==> config.mk <==
export PLATFORM = sky130hd
export DESIGN_NAME = pps_cell
export DESIGN_NICKNAME = d
export VERILOG_FILES = /design/src/rtl/core/pipelined_prime_sieve_defines.svh /design/src/rtl/core/pps_pkg.sv /design/src/rtl/core/pps_cell.sv
export SDC_FILE = /design/constraint.sdc
export NUM_CORES = 1
export LEC_CHECK = 0
export ABC_AREA = 1
export BUFFER_PORTS_ARGS = -buffer_cell sky130_fd_sc_hd__clkbuf_2
export CAP_MARGIN = 0
export CELL_PAD_IN_SITES_DETAIL_PLACEMENT = 0
export CELL_PAD_IN_SITES_GLOBAL_PLACEMENT = 2
export CORE_MARGIN = 4
export CORE_UTILIZATION = 30
export CTS_BUF_LIST = sky130_fd_sc_hd__clkbuf_4 sky130_fd_sc_hd__clkbuf_8
export DETAILED_ROUTE_END_ITERATION = 10
export PLACE_DENSITY_LB_ADDON = 0.1
export SKIP_LAST_GASP = 1
export SLEW_MARGIN = 40
export SYNTH_ARGS = -nofsm -noshare
export SYNTH_HDL_FRONTEND = slang
export SYNTH_SLANG_ARGS = --single-unit
==> constraint.sdc <==
create_clock -name clock -period 5.3 [get_ports clock]
set_input_delay 0.265 -clock clock [delete_from_list [all_inputs] [get_ports clock]]
set_output_delay 0.265 -clock clock [all_outputs]
set_load 0.1 [all_outputs]
==> src/rtl/core/pipelined_prime_sieve_defines.svh <==
// Assertion macros for the prime sieve chain.
`ifndef PIPELINED_PRIME_SIEVE_DEFINES_SVH
`define PIPELINED_PRIME_SIEVE_DEFINES_SVH

// Check that cons holds in the same cycle as ante.
`define PPS_ASSERT_SAME(label, clk, rst, ante, cons, msg) \
   label: assert property (@(posedge clk) disable iff (rst) (ante) |-> (cons)) \
      else $error(msg);

// Check that cons holds in the cycle after ante.
`define PPS_ASSERT_NEXT(label, clk, rst, ante, cons, msg) \
   label: assert property (@(posedge clk) disable iff (rst) (ante) |=> (cons)) \
      else $error(msg);

`endif

==> src/rtl/core/pps_pkg.sv <==
// Shared constants, types and link record for the prime sieve chain.
package pps_pkg;

   localparam int PPS_MAX_PRIMES  = 64;
   localparam int PPS_VALUE_BITS  = 16;

   localparam int LINK_VALUE_BITS = 32;
   localparam int LINK_STAGE_BITS = 10;

   localparam int REQ_VALUE_BITS   = 16;
   localparam int RSP_VERDICT_BITS = 3;
   localparam int RSP_STAGE_BITS   = 6;
   localparam int RSP_DIVISOR_BITS = 16;
   localparam int RSP_COUNT_BITS   = 7;

   typedef enum logic [RSP_VERDICT_BITS-1:0] {
      VERDICT_STORED   = 3'd0,
      VERDICT_MULTIPLE = 3'd1,
      VERDICT_FULL     = 3'd2,
      VERDICT_END      = 3'd3,
      VERDICT_INVALID  = 3'd4
   } verdict_type;

   typedef enum logic [1:0] {
      ST_IDLE,
      ST_FEED,
      ST_DRAIN,
      ST_DONE
   } state_type;

   typedef struct packed {
      logic                       vld;
      logic                       first;
      logic                       last;
      logic                       din;
      logic [LINK_VALUE_BITS-1:0] value;
      logic                       found;
      logic                       stored;
      logic [LINK_STAGE_BITS-1:0] stage;
      logic [LINK_VALUE_BITS-1:0] divisor;
   } link_type;

endpackage

==> src/rtl/core/pps_cell.sv <==
// One sieve cell: holds one prime, reduces the passing bit stream modulo it.
module pps_cell #(
   parameter int MAX_PRIMES = pps_pkg::PPS_MAX_PRIMES,
   parameter int VALUE_BITS = pps_pkg::PPS_VALUE_BITS,
   parameter int INDEX      = 0
) (
   input  logic                              clock,
   input  logic                              reset,
   input  logic [$clog2(MAX_PRIMES+1)-1:0]   count,
   input  pps_pkg::link_type                 link_up,
   output pps_pkg::link_type                 link_down
);
   import pps_pkg::*;

   localparam int CNT_BITS = $clog2(MAX_PRIMES + 1);

   logic [VALUE_BITS-1:0] prime_ff;
   logic [VALUE_BITS-1:0] prime_in;
   logic [VALUE_BITS-1:0] rem_ff;
   logic [VALUE_BITS-1:0] rem_in;
   link_type              link_ff;
   link_type              link_in;
   logic                  filled;
   logic                  take;
   logic                  hit;
   logic [VALUE_BITS:0]   shifted;
   logic [VALUE_BITS:0]   reduced;

   always_comb begin
      filled  = CNT_BITS'(INDEX) < count;
      shifted = {(link_up.first ? {VALUE_BITS{1'b0}} : rem_ff), link_up.din};
      reduced = (shifted >= {1'b0, prime_ff}) ? shifted - {1'b0, prime_ff} : shifted;
      rem_in  = link_up.vld ? reduced[VALUE_BITS-1:0] : rem_ff;
      take    = link_up.vld && link_up.last && !link_up.found && !link_up.stored;
      hit     = take && filled && (reduced == '0);

      link_in  = link_up;
      prime_in = prime_ff;
      if (hit) begin
         link_in.found   = 1'b1;
         link_in.stage   = LINK_STAGE_BITS'(INDEX);
         link_in.divisor = LINK_VALUE_BITS'(prime_ff);
      end else if (take && !filled) begin
         link_in.stored = 1'b1;
         link_in.stage  = LINK_STAGE_BITS'(INDEX);
         prime_in       = link_up.value[VALUE_BITS-1:0];
      end
   end

   always_ff @(posedge clock) begin
      rem_ff   <= rem_in;
      prime_ff <= prime_in;
      if (reset) begin
         link_ff.vld <= 1'b0;
      end else begin
         link_ff <= link_in;
      end
   end

   assign link_down = link_ff;

endmodule

==> results.txt <==
- Signal arrival time at the worst endpoint: 4.17 ns
* First-iteration detailed-routing DRC count: ~210
- Setup WS pre-CTS: around 0.98 ns
* Most common cell after layout, fill and taps aside: sky130_fd_sc_hd__nand2_1
- Maximum single-stage delay on the critical path: 0.44 ns
- Clock latency on the worst-skew pair: between 0.3 and 0.4 ns
* Area of the multi-input gates: about 1600 um^2
- In the routed design, unresolved DRC markers number 0.
- In the final layout, the share of cells above drive strength 1 is 29.8%.
* Crit share post-route: 76.0%
* Pin count of the biggest net entering global routing: 68
- Pleak: roughly 3.4 nW
* Cell with the most instances on the worst path: sky130_fd_sc_hd__nand2_1
- In the routed layout, each cell is associated on average with a via count of 4.31.
- The tree is rooted in a sky130_fd_sc_hd__clkbuf_8.
- The critical path goes through inv_1 -> nor2_1 -> ha_1 -> a21oi_1 -> nand2_1 -> nand2_1 -> nand2_1 -> nor2_2 -> nand2_4 -> nand2_1 -> nand2_1 -> nor2_1 -> nand2_1 -> nor2_4 -> nand3_4 -> nand2_2 -> nor2_1.
* Total number of vias: about 4200
- Highest clock frequency the design can meet: roughly 250 MHz
- Once detail routing completed, the nets flagged for antenna violations numbered 0.
- TritonCTS built the clock tree.
* Synth unique cells: 29
- Synthesis produced 570 cells.
* Post-CTS setup buffer count: 0
- Power comes to ~0.0022 W.
- Critical Path Source Type: flop
- Counting the fill cells in the layout gives 1926.
* Total global routing track utilization: approximately 15%
* Die H: between 100 and 150 um
- For this run, the detailed router's first-pass iteration total came to 5.
- The count of pins over their slew limit is 0.
- After synthesis the cells add up to around 5500 um^2.
- After clock tree synthesis, the flow added hold-fix buffers numbering 0.
- Flip-flop cell with the highest count after synthesis: sky130_fd_sc_hd__edfxtp_1
- The first global-routing pass estimated between 20 and 25 mm of wire.
- Starting density of the core: between 30% and 40%
* Peak fanout along the critical path: 34
- The critical path in this run is classified as reg2reg.
* Seq/Total Area, Yosys: just over 60%
* Main area contributors after synthesis: sky130_fd_sc_hd__edfxtp_1 (61%), sky130_fd_sc_hd__nand2_1 (12%), sky130_fd_sc_hd__inv_1 (6.1%)
- The clock drives roughly 110 sinks.
* Reg2reg setup slack: about 1.3 ns
- For this design the ratio of total power to cell area is around 330 nW/um^2.
- Headroom to the max-slew limit came out at 56.5%.
* Most frequent cells in the layout: sky130_fd_sc_hd__nand2_1 (180), sky130_fd_sc_hd__clkbuf_2 (168), sky130_fd_sc_hd__edfxtp_1 (111), sky130_fd_sc_hd__inv_1 (89), sky130_fd_sc_hd__nor2_1 (47)
- Post-CTS repair changed the size of 0 cells.
- Post-synthesis cell type with the largest combined area: sky130_fd_sc_hd__edfxtp_1
- TritonCTS created 9 clock buffers.
* Floorplan die area: between 20000 and 25000 um^2
- After layout, the minimum clock period comes to between 4 and 5 ns.
- Global routing finished with a remaining overflow of 0.
- Post-route clock skew: roughly 0.013 ns
* Io pins: between 150 and 200
* Cell depth of the worst flop-to-flop path: 17
- Along the worst hold path, the cell count comes to 1.
* #FFs+latches synth: around 110
* Type of the worst min-delay path: in2reg
- The worst register-to-register path ends at link_down[33].
- Number of antenna violations at the first check in global routing: 0
- At the end of routability-driven placement, the weighted congestion stood at about 0.88.
* Critical register-to-register path startpoint: rem_ff[11]
* CP Data Required Time: approximately 5.4 ns
- Post-Syn Area per Cell: about 9.6 um^2
- Maximum capacitance violations: 0
* Final setup TNS: 0 ns
- Core occupancy in the finished layout: about 37%
- Setup violation total in the final timing report: 0
- Worst-case hold path end point: link_down[74]
- The count of endpoints failing hold in the final timing report came to 0.
- Synthesis produced a netlist with a net count of approximately 680.
- Area of all sequential standard cells: around 3400 um^2
- The synthesized design contains roughly 110 enable-type register cells.
- Category of the worst setup path capture point: flop
* Slew of the pin with the lowest slew margin: ~0.65 ns
- The number of global-route vias before repair was roughly 4400.
* Cell at the slowest stage of the critical path: sky130_fd_sc_hd__nor2_2
- Setup WS post-layout: ~1.3 ns
- Clock Tree Buf Depth: 2
- After synthesis, the largest area contributor takes up approximately 61% of total cell area.
- Port buffer count: 168
* Core area: ~18000 um^2
* Detail-routed net length per standard cell: approximately 15 um
- Dpl hpwl: ~12 mm
* Wire length after detailed routing: about 14 mm
- Compared with the post-synthesis result, the final layout area differs by 22.6%.
* Antenna diodes: 0
* Startpoint of the worst hold path: link_up[74]
- FFs w/ async S/R, synth: 0%
* RSZ-0062 raised after global routing: no
* Clk pin slew, worst setup/hold paths: 0.10 ns
- The floorplan has approximately 50 rows.
* Warnings from Yosys: 0
- The H-tree was split into 3 levels.
* Chip Width: 143 um
- Max IR drop VDD: roughly 0.13 mV
- The run finished with clean final reports.
* Net count reported at finish: roughly 850
==> routing by layer <==
metal  routed length [um]  GRT usage (%)  share of wire (%)
met1                 6340           18.6                 44
met2                 6960           23.9                 48
met3                  989           4.43                6.8
met4                  199           4.51                1.4
met5                    0              0                  0
==> through the flow <==
step           cell area (um^2)  hold WS [ns]  instances
2_1_floorplan              5500         0.336        570
5_1_grt                    6740        0.0149        974
3_5_place_dp               6570         0.444        958
4_1_cts                    6740        0.0205        974
3_3_place_gp               6560         0.442        958
6_report                   6740        0.0570        974
==> final cells by class <==
type                            count  share of cell area, %
Clock inverter                      5                  0.501
Inverter                          112                   6.25
Sequential cell                   112                   49.7
Timing Repair Buffer              170                   12.7
Tap cell                          229                   4.25
Multi-Input combinational cell    335                   24.5
Clock buffer                       11                   2.06
==> cells by family (layout without fill, tap and decap cells) <==
logic type	after synthesis	in the layout	share of synthesized area [%]
fa+ha+maj	17	17	4.00
compound gates	10	10	1.02
xor+xnor	5	5	0.796
flops	112	112	61.0
simple gates	303	303	24.0
buf+inv	123	298	9.19
==> where the power goes <==
group | switching [W] | internal, W
registers | 0.0000163 | 0.00105
clock network | 0.000285 | 0.000181
logic | 0.000551 | 0.000117
==> state kept, by name, indices dropped and copies added (netlist names) <==
register   count
rem_ff        16
prime_ff      16
link_down     80
==> critical path, delay by kind of cell, from the launching register on <==
family / cells / cell delay [ns]
buffers and inverters: 1 / 0.04
and+or+nand+nor: 14 / 2.80
DFF: 1 / 0.33
adders and majority gates: 1 / 0.36
AOI/OAI and AO/OA: 1 / 0.22
==> cell usage after synthesis (5+ instances only) <==
| cell type | n |
|---|---|
| sky130_fd_sc_hd__buf_6 | 5 |
| sky130_fd_sc_hd__nand4_1 | 22 |
| sky130_fd_sc_hd__inv_1 | 90 |
| sky130_fd_sc_hd__xor2_1 | 5 |
| sky130_fd_sc_hd__a21oi_1 | 7 |
| sky130_fd_sc_hd__nor2_1 | 48 |
| sky130_fd_sc_hd__buf_2 | 5 |
| sky130_fd_sc_hd__edfxtp_1 | 111 |
| sky130_fd_sc_hd__ha_1 | 16 |
| sky130_fd_sc_hd__nand3_1 | 34 |
| sky130_fd_sc_hd__inv_2 | 22 |
| sky130_fd_sc_hd__nand2_1 | 180 |
==> worst max-delay path by stage <==
| stage | startpoint | to | slack (ns) |
|---|---|---|---|
| 2_1_floorplan | link_up[78] | link_down[10] | 2.51 |
| 3_3_place_gp | link_up[78] | link_down[33] | 1.01 |
| 3_5_place_dp | link_up[78] | link_down[33] | 0.98 |
| 4_1_cts | rem_ff[11] | link_down[33] | 1.20 |
| 5_1_grt | rem_ff[11] | link_down[33] | 0.79 |
| 6_report | rem_ff[11] | link_down[33] | 1.27 |
Note: power is estimated with default switching activity, not from simulation.
